`src/rtl/core/sesc_pkg.sv`:
```
// ----------------------------------------------------------------------------
// sesc_pkg
// Shared types and constants for the synth event stream checker.
// ----------------------------------------------------------------------------
`default_nettype none

package sesc_pkg;

    localparam int QUEUE_DEPTH = 2;

    localparam logic [1:0] CFG_LAST_FRAME     = 2'd0;
    localparam logic [1:0] CFG_FIRST_SEQUENCE = 2'd1;
    localparam logic [1:0] CFG_FRAME_LIMIT    = 2'd2;

    localparam logic [1:0] KIND_REG_WRITE = 2'd0;
    localparam logic [1:0] KIND_KEY       = 2'd1;

    localparam logic [3:0] ST_OK       = 4'd0;
    localparam logic [3:0] ST_FRAME    = 4'd1;
    localparam logic [3:0] ST_TIME     = 4'd2;
    localparam logic [3:0] ST_OVERFLOW = 4'd3;
    localparam logic [3:0] ST_SEQUENCE = 4'd4;
    localparam logic [3:0] ST_TYPE     = 4'd5;
    localparam logic [3:0] ST_PAYLOAD  = 4'd6;
    localparam logic [3:0] ST_REGISTER = 4'd7;
    localparam logic [3:0] ST_KEY      = 4'd8;

    typedef struct packed {
        logic        batch_start;
        logic        batch_end;
        logic [63:0] sample_time;
        logic [63:0] seq_number;
        logic [1:0]  event_kind;
        logic [7:0]  channel_base;
        logic [15:0] reg_number;
        logic [7:0]  key_channel;
        logic [7:0]  key_reserved;
    } event_t;

    typedef struct packed {
        logic [3:0] item_status;
        logic [3:0] batch_status;
        logic       batch_done;
    } result_t;

    // classified event between front and back
    typedef struct packed {
        logic        batch_start;
        logic        batch_end;
        logic        frame_err;
        logic        time_over;
        logic [3:0]  pay_status;
        logic [63:0] sample_time;
        logic [63:0] seq_number;
    } class_t;

endpackage

`default_nettype wire

```
`src/rtl/core/sesc_fifo.sv`:
```
// ----------------------------------------------------------------------------
// sesc_fifo
// Small register FIFO; push and pop may transfer in the same cycle.
// ----------------------------------------------------------------------------
`default_nettype none

module sesc_fifo #(
    parameter int Width = 8,
    parameter int Depth = sesc_pkg::QUEUE_DEPTH
) (
    input  wire logic             clk,
    input  wire logic             rst_n,
    input  wire logic             push,
    input  wire logic [Width-1:0] wdata,
    output logic                  full,
    input  wire logic             pop,
    output logic [Width-1:0]      rdata,
    output logic                  empty
);

    localparam int PtrW = (Depth > 1) ? $clog2(Depth) : 1;
    localparam int CntW = $clog2(Depth + 1);
    localparam logic [PtrW-1:0] LastPtr = PtrW'(Depth - 1);
    localparam logic [CntW-1:0] DepthCnt = CntW'(Depth);

    logic [Width-1:0] mem [Depth];
    logic [PtrW-1:0]  wr_ptr_reg, wr_ptr_next;
    logic [PtrW-1:0]  rd_ptr_reg, rd_ptr_next;
    logic [CntW-1:0]  count_reg, count_next;
    logic             do_push, do_pop;

    assign full    = (count_reg == DepthCnt);
    assign empty   = (count_reg == '0);
    assign do_push = push && !full;
    assign do_pop  = pop && !empty;
    assign rdata   = mem[rd_ptr_reg];

    always_comb
    begin
        wr_ptr_next = wr_ptr_reg;
        rd_ptr_next = rd_ptr_reg;
        count_next  = count_reg;
        if (do_push)
        begin
            wr_ptr_next = (wr_ptr_reg == LastPtr) ? '0 : wr_ptr_reg + 1'b1;
        end
        if (do_pop)
        begin
            rd_ptr_next = (rd_ptr_reg == LastPtr) ? '0 : rd_ptr_reg + 1'b1;
        end
        if (do_push && !do_pop)
        begin
            count_next = count_reg + 1'b1;
        end
        else if (do_pop && !do_push)
        begin
            count_next = count_reg - 1'b1;
        end
    end

    always_ff @(posedge clk or negedge rst_n)
    begin
        if (!rst_n)
        begin
            wr_ptr_reg <= '0;
            rd_ptr_reg <= '0;
            count_reg  <= '0;
        end
        else
        begin
            wr_ptr_reg <= wr_ptr_next;
            rd_ptr_reg <= rd_ptr_next;
            count_reg  <= count_next;
        end
    end

    always_ff @(posedge clk)
    begin
        if (do_push)
        begin
            mem[wr_ptr_reg] <= wdata;
        end
    end

endmodule

`default_nettype wire

```
`src/rtl/core/sesc_front.sv`:
```
// ----------------------------------------------------------------------------
// sesc_front
// Stateless classification: frame range, timestamp bound, payload decode.
// ----------------------------------------------------------------------------
`default_nettype none

module sesc_front (
    input  wire sesc_pkg::event_t ev,
    input  wire logic [63:0]      last_frame,
    input  wire logic [63:0]      frame_limit,
    output sesc_pkg::class_t      cls
);

    function automatic logic reg_ok(input logic [7:0] base, input logic [15:0] regn);
        logic [15:0] grp;
        logic        ok;
        grp = (regn < 16'h00a0) ? (regn & 16'h00f0) : (regn & 16'h00fc);
        case (grp)
            16'h0030, 16'h0040, 16'h0050, 16'h0060, 16'h0070, 16'h0080,
            16'h00a0, 16'h00a4, 16'h00a8, 16'h00ac, 16'h00b0, 16'h00b4:
                ok = 1'b1;
            // high register numbers can alias into this group
            16'h0090:
                ok = (regn < 16'h00a0);
            default:
                ok = 1'b0;
        endcase
        if (base > 8'd3 || regn[1:0] == 2'b11)
        begin
            ok = 1'b0;
        end
        return ok;
    endfunction

    logic [3:0] pay;

    always_comb
    begin
        case (ev.event_kind)
            sesc_pkg::KIND_REG_WRITE:
                pay = reg_ok(ev.channel_base, ev.reg_number) ?
                      sesc_pkg::ST_OK : sesc_pkg::ST_REGISTER;
            sesc_pkg::KIND_KEY:
            begin
                if (ev.key_channel > 8'd5)
                    pay = sesc_pkg::ST_KEY;
                else if (ev.key_reserved != 8'd0)
                    pay = sesc_pkg::ST_PAYLOAD;
                else
                    pay = sesc_pkg::ST_OK;
            end
            default:
                pay = sesc_pkg::ST_TYPE;
        endcase
    end

    assign cls.batch_start = ev.batch_start;
    assign cls.batch_end   = ev.batch_end;
    assign cls.frame_err   = (last_frame > frame_limit);
    assign cls.time_over   = (ev.sample_time > last_frame);
    assign cls.pay_status  = pay;
    assign cls.sample_time = ev.sample_time;
    assign cls.seq_number  = ev.seq_number;

endmodule

`default_nettype wire

```
`src/rtl/core/sesc_back.sv`:
```
// ----------------------------------------------------------------------------
// sesc_back
// Batch state: timestamp order, sequence check, sticky first error.
// ----------------------------------------------------------------------------
`default_nettype none

module sesc_back (
    input  wire logic             clk,
    input  wire logic             rst_n,
    input  wire logic [63:0]      first_sequence,
    input  wire sesc_pkg::class_t cls,
    input  wire logic             cls_empty,
    output logic                  cls_pop,
    output sesc_pkg::result_t     res,
    output logic                  res_push,
    input  wire logic             res_full
);

    logic [63:0] prior_time_reg, prior_time_next;
    logic [63:0] item_index_reg, item_index_next;
    logic [3:0]  first_error_reg, first_error_next;

    logic [63:0] idx, prior;
    logic [3:0]  ferr, st;
    logic [64:0] expect_seq;
    logic        go;

    assign go       = !cls_empty && !res_full;
    assign cls_pop  = go;
    assign res_push = go;

    assign idx        = cls.batch_start ? '0 : item_index_reg;
    assign prior      = cls.batch_start ? '0 : prior_time_reg;
    assign ferr       = cls.batch_start ? sesc_pkg::ST_OK : first_error_reg;
    assign expect_seq = {1'b0, first_sequence} + {1'b0, idx};

    always_comb
    begin
        if (cls.frame_err)
            st = sesc_pkg::ST_FRAME;
        else if ((idx != '0 && cls.sample_time < prior) || cls.time_over)
            st = sesc_pkg::ST_TIME;
        else if (expect_seq[64])
            st = sesc_pkg::ST_OVERFLOW;
        else if (cls.seq_number != expect_seq[63:0])
            st = sesc_pkg::ST_SEQUENCE;
        else
            st = cls.pay_status;

        prior_time_next  = (st == sesc_pkg::ST_OK) ? cls.sample_time : prior;
        first_error_next = (ferr == sesc_pkg::ST_OK) ? st : ferr;
        item_index_next  = (&idx) ? idx : idx + 64'd1;
    end

    assign res.item_status  = st;
    assign res.batch_status = first_error_next;
    assign res.batch_done   = cls.batch_end;

    always_ff @(posedge clk or negedge rst_n)
    begin
        if (!rst_n)
        begin
            prior_time_reg  <= '0;
            item_index_reg  <= '0;
            first_error_reg <= sesc_pkg::ST_OK;
        end
        else if (go)
        begin
            prior_time_reg  <= prior_time_next;
            item_index_reg  <= item_index_next;
            first_error_reg <= first_error_next;
        end
    end

endmodule

`default_nettype wire

```
`src/rtl/core/synth_event_stream_checker_unit.sv`:
```
// ----------------------------------------------------------------------------
// synth_event_stream_checker_unit
// Checks timestamped sound-chip events; one result per event.
// ----------------------------------------------------------------------------
// Channel   Handshake        Payload
// input     push / full      item   (sesc_pkg::event_t)
// result    pop / empty      result (sesc_pkg::result_t)
// config    cfg_we           cfg_index, cfg_wdata
//
// One event per cycle sustained unless full stalls the input. An event is
// registered in the classify queue, its result in the result queue. The batch
// state update (64-bit compare and add) in the back stage sets the cycle.
// Reset clears batch state and config (capacity to all ones), no sweep.
// A stalled result side fills the result queue, then the classify queue,
// then raises full.
// ----------------------------------------------------------------------------
`default_nettype none

module synth_event_stream_checker_unit #(
    parameter int QueueDepth = sesc_pkg::QUEUE_DEPTH
) (
    input  wire logic              clk,
    input  wire logic              rst_n,
    input  wire logic              push,
    output logic                   full,
    input  wire sesc_pkg::event_t  item,
    output logic                   empty,
    input  wire logic              pop,
    output sesc_pkg::result_t      result,
    input  wire logic              cfg_we,
    input  wire logic [1:0]        cfg_index,
    input  wire logic [63:0]       cfg_wdata
);

    localparam int ClsW = $bits(sesc_pkg::class_t);
    localparam int ResW = $bits(sesc_pkg::result_t);

    logic [63:0] last_frame_reg;
    logic [63:0] first_sequence_reg;
    logic [63:0] frame_limit_reg;

    sesc_pkg::class_t  cls_in, cls_out;
    sesc_pkg::result_t res_in;
    logic              cls_empty, cls_pop;
    logic              res_push, res_full;
    logic [ClsW-1:0]   cls_rdata;
    logic [ResW-1:0]   res_rdata;

    always_ff @(posedge clk or negedge rst_n)
    begin
        if (!rst_n)
        begin
            last_frame_reg     <= '0;
            first_sequence_reg <= '0;
            frame_limit_reg    <= '1;
        end
        else if (cfg_we)
        begin
            case (cfg_index)
                sesc_pkg::CFG_LAST_FRAME:     last_frame_reg     <= cfg_wdata;
                sesc_pkg::CFG_FIRST_SEQUENCE: first_sequence_reg <= cfg_wdata;
                sesc_pkg::CFG_FRAME_LIMIT:    frame_limit_reg    <= cfg_wdata;
                default: ;
            endcase
        end
    end

    sesc_front u_front (
        .ev          (item),
        .last_frame  (last_frame_reg),
        .frame_limit (frame_limit_reg),
        .cls         (cls_in)
    );

    sesc_fifo #(
        .Width (ClsW),
        .Depth (QueueDepth)
    ) u_cls_q (
        .clk   (clk),
        .rst_n (rst_n),
        .push  (push),
        .wdata (cls_in),
        .full  (full),
        .pop   (cls_pop),
        .rdata (cls_rdata),
        .empty (cls_empty)
    );

    assign cls_out = sesc_pkg::class_t'(cls_rdata);

    sesc_back u_back (
        .clk            (clk),
        .rst_n          (rst_n),
        .first_sequence (first_sequence_reg),
        .cls            (cls_out),
        .cls_empty      (cls_empty),
        .cls_pop        (cls_pop),
        .res            (res_in),
        .res_push       (res_push),
        .res_full       (res_full)
    );

    sesc_fifo #(
        .Width (ResW),
        .Depth (QueueDepth)
    ) u_res_q (
        .clk   (clk),
        .rst_n (rst_n),
        .push  (res_push),
        .wdata (res_in),
        .full  (res_full),
        .pop   (pop),
        .rdata (res_rdata),
        .empty (empty)
    );

    assign result = sesc_pkg::result_t'(res_rdata);

endmodule

`default_nettype wire

```
`config.mk`:
```
export PLATFORM = sky130hd
export DESIGN_NAME = synth_event_stream_checker_unit
export DESIGN_NICKNAME = d
export VERILOG_FILES = /design/src/rtl/core/sesc_pkg.sv /design/src/rtl/core/sesc_fifo.sv /design/src/rtl/core/sesc_front.sv /design/src/rtl/core/sesc_back.sv /design/src/rtl/core/synth_event_stream_checker_unit.sv
export SDC_FILE = /design/constraint.sdc
export NUM_CORES = 1
export LEC_CHECK = 0
export CORE_ASPECT_RATIO = 1.75
export CORE_UTILIZATION = 60
export CTS_CLUSTER_SIZE = 24
export DETAILED_ROUTE_END_ITERATION = 6
export DONT_BUFFER_PORTS = 1
export HOLD_SLACK_MARGIN = 0.05
export PLACE_DENSITY = 0.75
export SYNTH_ARGS = -nofsm -noshare
export SYNTH_HDL_FRONTEND = slang
export SYNTH_SLANG_ARGS = --single-unit
```
`constraint.sdc`:
```
create_clock -name clk -period 12.6 [get_ports clk]
set_input_delay 1.89 -clock clk [delete_from_list [all_inputs] [get_ports clk]]
set_output_delay 1.89 -clock clk [all_outputs]
set_load 0.05 [all_outputs]
```
### Word-level counts from Yosys, hierarchy flattened

Memories as Yosys holds them, arrays and structs flattened.
Index checks and enable logic that the tools add are counted.

| word-level totals | value |
|---|---|
| flip-flop bits (word level) | 332 |
| memory bits (writable) | 290 |
| output and inout port bits | 11 |
| logic and storage cells | 115 |
| memories | 2 |

| operators by class | value |
|---|---|
| add/subtract/negate cells | 10 |
| magnitude comparators | 6 |
| equality and inequality tests | 20 |
| mux-type cells | 30 |
| reductions and logical operators | 35 |

Memories:

| memory | depth | width | read ports | clocked after memory_dff | wr ports | line | RTL |
|---|---|---|---|---|---|---|---|
| u_cls_q.mem | 2 | 136 | 1 | 0 | 1 | sesc_fifo.sv:26 | `logic [Width-1:0] mem [Depth];` |
| u_res_q.mem | 2 | 9 | 1 | 0 | 1 | sesc_fifo.sv:26 |  |

Operators with widths:

| cell | count |
|---|---|
| 64-bit 2-to-1 mux | 4 |
| 64-bit greater-than comparator | 2 |
| 64-bit by 64-bit adder with 65-bit output | 1 |
| 64-bit by 1-bit adder with 64-bit output, second input constant | 1 |
| 8-bit equality test, second input constant | 8 |
| 64-bit < comparator | 1 |
| 64-bit inequality test | 1 |
| 64-bit AND reduction | 1 |
| 64-bit nonzero test | 1 |
| 8-bit by 7-bit equality test with 1-bit output, second input constant | 4 |
| 4-bit 2-to-1 mux | 8 |
| 16-bit by 8-bit < comparator with 1-bit output, second input constant | 1 |
| 12-bit OR reduction | 1 |
| 1-bit logical AND | 10 |
| 1-bit 2-to-1 mux | 10 |
| 2-bit equality test, second input constant | 4 |
| 8-bit by 6-bit equality test with 1-bit output, second input constant | 1 |
| 8-bit by 2-bit greater-than comparator with 1-bit output, second input constant | 1 |
| 8-bit by 3-bit greater-than comparator with 1-bit output, second input constant | 1 |
| 1-bit zero test | 8 |
| 2-bit zero test | 4 |
| 4-bit zero test | 2 |
| 2-bit 2-to-1 mux | 4 |
| 4-bit one-hot mux with 2 select lines | 1 |
| 10 further kinds | 21 |

### Logic depth before layout (Yosys ltp)

An unclocked memory read counts as a cell.

| logic depth | value |
|---|---|
| word-level depth | 10 |
| depth in mapped cells | 28 |

### Hierarchy

Synthesis repeated with hierarchy kept, for this count alone.

| second synthesis, totals | value |
|---|---|
| cell total of the unflattened synthesis | 4090 |
| area total of the unflattened synthesis | 41862.6 µm² |

Modules (own cells, without submodules):

| module | instances | cells an instance | area an instance (µm²) | sequential area each (µm²) |
|---|---|---|---|---|
| sesc_back | 1 | 2576 | 18609.1 | 3303.2 |
| sesc_fifo (u_cls_q) | 1 | 442 | 10082.2 | 8267.9 |
| synth_event_stream_checker_unit | 1 | 408 | 7937.6 | 4884.7 |
| sesc_front | 1 | 617 | 4380.5 | 0.0 |
| sesc_fifo (u_res_q) | 1 | 47 | 853.3 | 640.6 |

### Worst setup path after synthesis

Ideal clock, no wire load.

| timing | value |
|---|---|
| path kind | input to register |
| from | input port push |
| to | memory u_cls_q.mem[0][0] (netlist bit), enable pin |
| setup time | 633 ps |
| arrival | 7628 ps |
| data required time | 11967 ps |
| setup slack | 4339 ps |
| stages | 2 |
| cells stage by stage | nand2_1 > nor2_1 |

| between the ends | value |
|---|---|
| longest elaborated chain between the ends | 3 |

RTL lines:

| element | line | RTL |
|---|---|---|
| start, declared | synth_event_stream_checker_unit.sv:24 | `input wire logic push,` |
| 1-bit logical AND | sesc_fifo.sv:34 | `assign do_push = push && !full;` |
| 1-bit 2-to-1 mux | sesc_fifo.sv:79 | `if (do_push)` |
| 1-bit 2-to-1 mux (not written as such) | sesc_fifo.sv:81 | `mem[wr_ptr_reg] <= wdata;` |
| end, declared | sesc_fifo.sv:26 |  |

No other way between the ends.

### Worst setup path in the final report

| timing | value |
|---|---|
| from | register u_cls_q.rd_ptr_reg |
| to | register u_back.prior_time_reg[32] |

| between the ends | value |
|---|---|
| longest elaborated chain between the ends | 10 |
| elaborated cells on any way between the ends | 15 |
| those cells by class | 1 x add/sub; 1 x order compare; 1 x eq/ne; 7 x mux; 4 x reduce/logical; 1 x memory |

RTL lines:

| element | line | RTL |
|---|---|---|
| start, declared | sesc_fifo.sv:28 | `logic [PtrW-1:0] rd_ptr_reg, rd_ptr_next;` |
| start signal, assigned | sesc_fifo.sv:72 | `rd_ptr_reg <= rd_ptr_next;` |
| memory 2 x 136 bit * | - |  |
| 64-bit 2-to-1 mux | sesc_back.sv:32 | `assign idx = cls.batch_start ? '0 : item_index_reg;` |
| 64-bit by 64-bit adder with 65-bit output | sesc_back.sv:35 | `assign expect_seq = {1'b0, first_sequence} + {1'b0, idx};` |
| 64-bit inequality test | sesc_back.sv:45 | `else if (cls.seq_number != expect_seq[63:0])` |
| 4-bit 2-to-1 mux | sesc_back.sv:45 |  |
| 4-bit 2-to-1 mux | sesc_back.sv:43 | `else if (expect_seq[64])` |
| 4-bit 2-to-1 mux | sesc_back.sv:41 | `else if ((idx != '0 && cls.sample_time < prior) \|\| cls.time_over)` |
| 4-bit 2-to-1 mux | sesc_back.sv:39 | `if (cls.frame_err)` |
| 4-bit zero test | sesc_back.sv:50 | `prior_time_next = (st == sesc_pkg::ST_OK) ? cls.sample_time : prior;` |
| 64-bit 2-to-1 mux * | sesc_back.sv:50 |  |
| end signal, assigned | sesc_back.sv:69 | `prior_time_reg <= prior_time_next;` |
| end, declared | sesc_back.sv:19 | `logic [63:0] prior_time_reg, prior_time_next;` |

Every way passes the cells marked *; elsewhere a longest branch is shown, timed or not.
A chain may end at the register's enable or synchronous reset.

==> results.md <==
* Die area at about 0.063 mm^2
* Slew Viols, Final at 0
* Routed Antenna Nets at 0
* Fillers at 4706
* Drt first pass iters at 7
* Hold_buf cts at 0
* Syn avg cell area at roughly 10 um^2
* Ant. Diodes at 0
* Largest Register: u_cls_q.mem
* CTS tree: done
* Worst EP required at around 13000 ps
* H-tree level count at 2
* Worst-path fanout max at 68
* Top-count cell post-synth: nand2_1
* Die height at between 300 and 400 um
* Violated checks: DRC
* Post-CTS Resized at 0
* Min-delay worst type: reg -> reg
* Max Cap Viol at 0
* Initial antenna violation count at 2
* Share of layout cells above drive strength 1 at between 10% and 20%
* Area Growth Syn to Fin at 6.41%
* Post-layout min period at 8310 ps
* Post-synthesis sequential area ratio at 45.7%
* Setup Viol. Count Final at 0
* Worst skew pair latency at ~660 ps
* Main combinational cell family by area after synthesis: simple AND/OR/NAND/NOR gates
* Row count at 120
* Post-DP HPWL at 89.4 mm
* Post-synthesis adder-cell area fraction at between 7 and 8%
* Number of synthesis warnings at 0
* Count of non-filler cells in the finished layout at approximately 4300
* Mux share of post-synthesis cell area at 10.9%
* Clock-pin slew on the worst setup and hold paths at 80 ps
* Fmax at between 100 and 150 MHz
* RSZ-0062 raised after global routing: false
* Asr flop ratio synth at 53.4%
* Peak supply drop at roughly 0.19 mV
* Syn Inst Count at around 3600
* Vias at 28600
* Initial Util at between 60% and 70%
* Drt drc at 9
* Largest net degree at the start of global routing at 333
* Chip width at about 190 um
* Yosys top cell area share at between 20% and 30%
* Worst Clk Skew at between 15 and 20 ps
* Final-stage net count at around 4000
* Setup TNS at 0 ps
* GRT met3 Usage at under 10%
* Worst-margin pin slew at roughly 1400 ps
* Placed cell count at approximately 4200
* WP data arrival at around 8800 ps
* GR peak layer: met2
* Synth Cell Area at 0.0374 mm^2
* Met1 Use GR at between 40% and 50%
* WS Path Type: reg -> reg
* Compound-Gate Fraction of Synth Area at 13.8%
* Number of synthesized flops with an enable pin at 290
* Gpl congestion at 0.980
* Routed WL at ~120 mm
* CP Capture Type: flop
* Rel. slew slack at a little over 7%
* Floorplan core area at roughly 0.061 mm^2
* Global route total overflow at 0
* Vias in the first global route at approximately 29000
* Xor-xnor portion of the synthesized cell area at ~4.0%
* Clock sink count at approximately 620
* GRT Resource Usage Total at 36.8%
* Final Cycle Share at ~66%
* Max reg flops at about 270
* Status: finished, violations left
* Port Buffers at 0
* Simple-gate share of the synthesized area at 14.4%
* Final Hold Vio Count at 0
* CTS root buf: clkbuf_16
* Post-CTS setup repair buffer count at 0
* Top post-synthesis cells by area: edfxtp_1, dfrtp_1, ha_1, mux2_2, dfstp_2
* Synth area leader: edfxtp_1
* Synth top cells by count: nand2_1, edfxtp_1, dfrtp_1, ha_1, mux2_2
* Crit start category: flop
* Post-Syn Nets at between 4000 and 5000
* Routed wire per std cell at 27.0 um
* Distinct cells, synth at 95
* Cell area power density at around 180 mW/mm^2
* Num ports at ~250
* Detailed Route Iter0 Violations at approximately 2500
* CTS buffer count at 54
* Clock Path Buffers at 3
* Drt via density at between 6 and 7
* P_leak at between 15 and 20 nW
* First-pass GRT wire length at between 150 and 200 mm
* Met2 usage at a little under two thirds
* FF+latch count, synth at around 620
* Top FF cell, synth: edfxtp_1
[report_power, final]
part	internal, mW	leakage (nW)	switching [mW]	total (mW)
Combinational	0.908	8.20	1.69	2.60
Sequential	2.59	6.84	0.230	2.82
Clock	0.960	0.919	0.803	1.76
[cell families (layout without fill, tap and decap cells)]
kind of cell,count (synthesis),after routing
buffers and inverters,380,330
muxes,351,351
adders and majority gates,217,217
AOI/OAI and AO/OA,771,771
and+or+nand+nor,1078,1078
DFF,622,622
xor gates and xnor gates,162,162
[worst max-delay path, cell delays in order, from the launching register on]
cell and delay [ps]:
dfrtp_4 450, buf_4 480, mux2_4 580, buf_4 690
nor3_1 200, o22ai_1 600, nor4_1 220, or3_1 440
a221oi_1 750, o41ai_4 180, buf_4 230, and3_1 270
nor4_1 750, o2111ai_2 360, nor4_4 560, nand4b_1 160
buf_4 300, buf_4 420, mux2_4 420
[final timing paths]
kind	start	endpoint	slack [ps]	cells after the start
worst max-delay path	u_cls_q.rd_ptr_reg	u_back.prior_time_reg[32]	4290	18
worst min-delay path	u_res_q.wr_ptr_reg	u_res_q.wr_ptr_reg	500	1
worst max register to register	u_cls_q.rd_ptr_reg	u_back.prior_time_reg[32]	4290	18
worst min register to register	u_res_q.wr_ptr_reg	u_res_q.wr_ptr_reg	500	1
max in group asynchronous	rst_n	u_cls_q.rd_ptr_reg	10790	0
min in group asynchronous	rst_n	first_sequence_reg[2]	930	0
[routing by layer]
layer,vias to the layer above,routed length (um)
li1,13000,-
met1,14000,40500
met2,1301,59000
met3,377,7740
met4,4,9660
met5,-,23
[cells in the final DEF, fill, tap and decap left out, types with 12 or more instances in the layout]
cell type  count
buf_4         31
o21a_1        19
inv_1        196
a21oi_1      141
a21boi_0      24
a32oi_1       12
nor2b_1       31
nor3b_1       17
mux2_4        60
a31oi_1       23
a211oi_1      22
clkbuf_16     57
nor4_1        55
or2_2         26
a2111oi_0     14
o21ai_0      204
and2_1        96
xor2_1        57
dfstp_2       64
o22ai_1       33
or3_1         20
xnor2_1       99
edfxtp_1     290
nand3_1       63
dfrtp_1      267
a221oi_1      12
o31ai_1       16
nor2_1       172
nand2_1      357
nand4_1       76
mux2_2       210
nand2b_1      25
o211ai_1      35
and3_1        13
mux2i_1       79
ha_1         211
a21o_1        78
nor3_1        79
[metrics by stage]
step	hold slack, ps	worst slack (ps)	power (mW)	area, um^2	utilization (%)
detailed placement	487	4420	5.39	38000	61.8
floorplan	460	4340	4.64	37400	-
CTS	506	4400	7.16	39800	64.9
global placement	474	4520	5.28	38000	61.8
finish	502	4290	7.18	39800	64.9
global route	529	3980	7.47	39800	64.9
[layout make-up]
type                    count  area [um^2]  share of cell area, %
multi-input cells        2579        18900                   47.4
flip-flops and latches    622        17100                   42.9
clock buffers              70         1550                   3.88
well taps                 793          992                   2.49
inverters                 196          736                   1.85
clock inverters            32          340                  0.854
repair buffers             32          253                  0.634
Power figures use the tool's default switching activity.
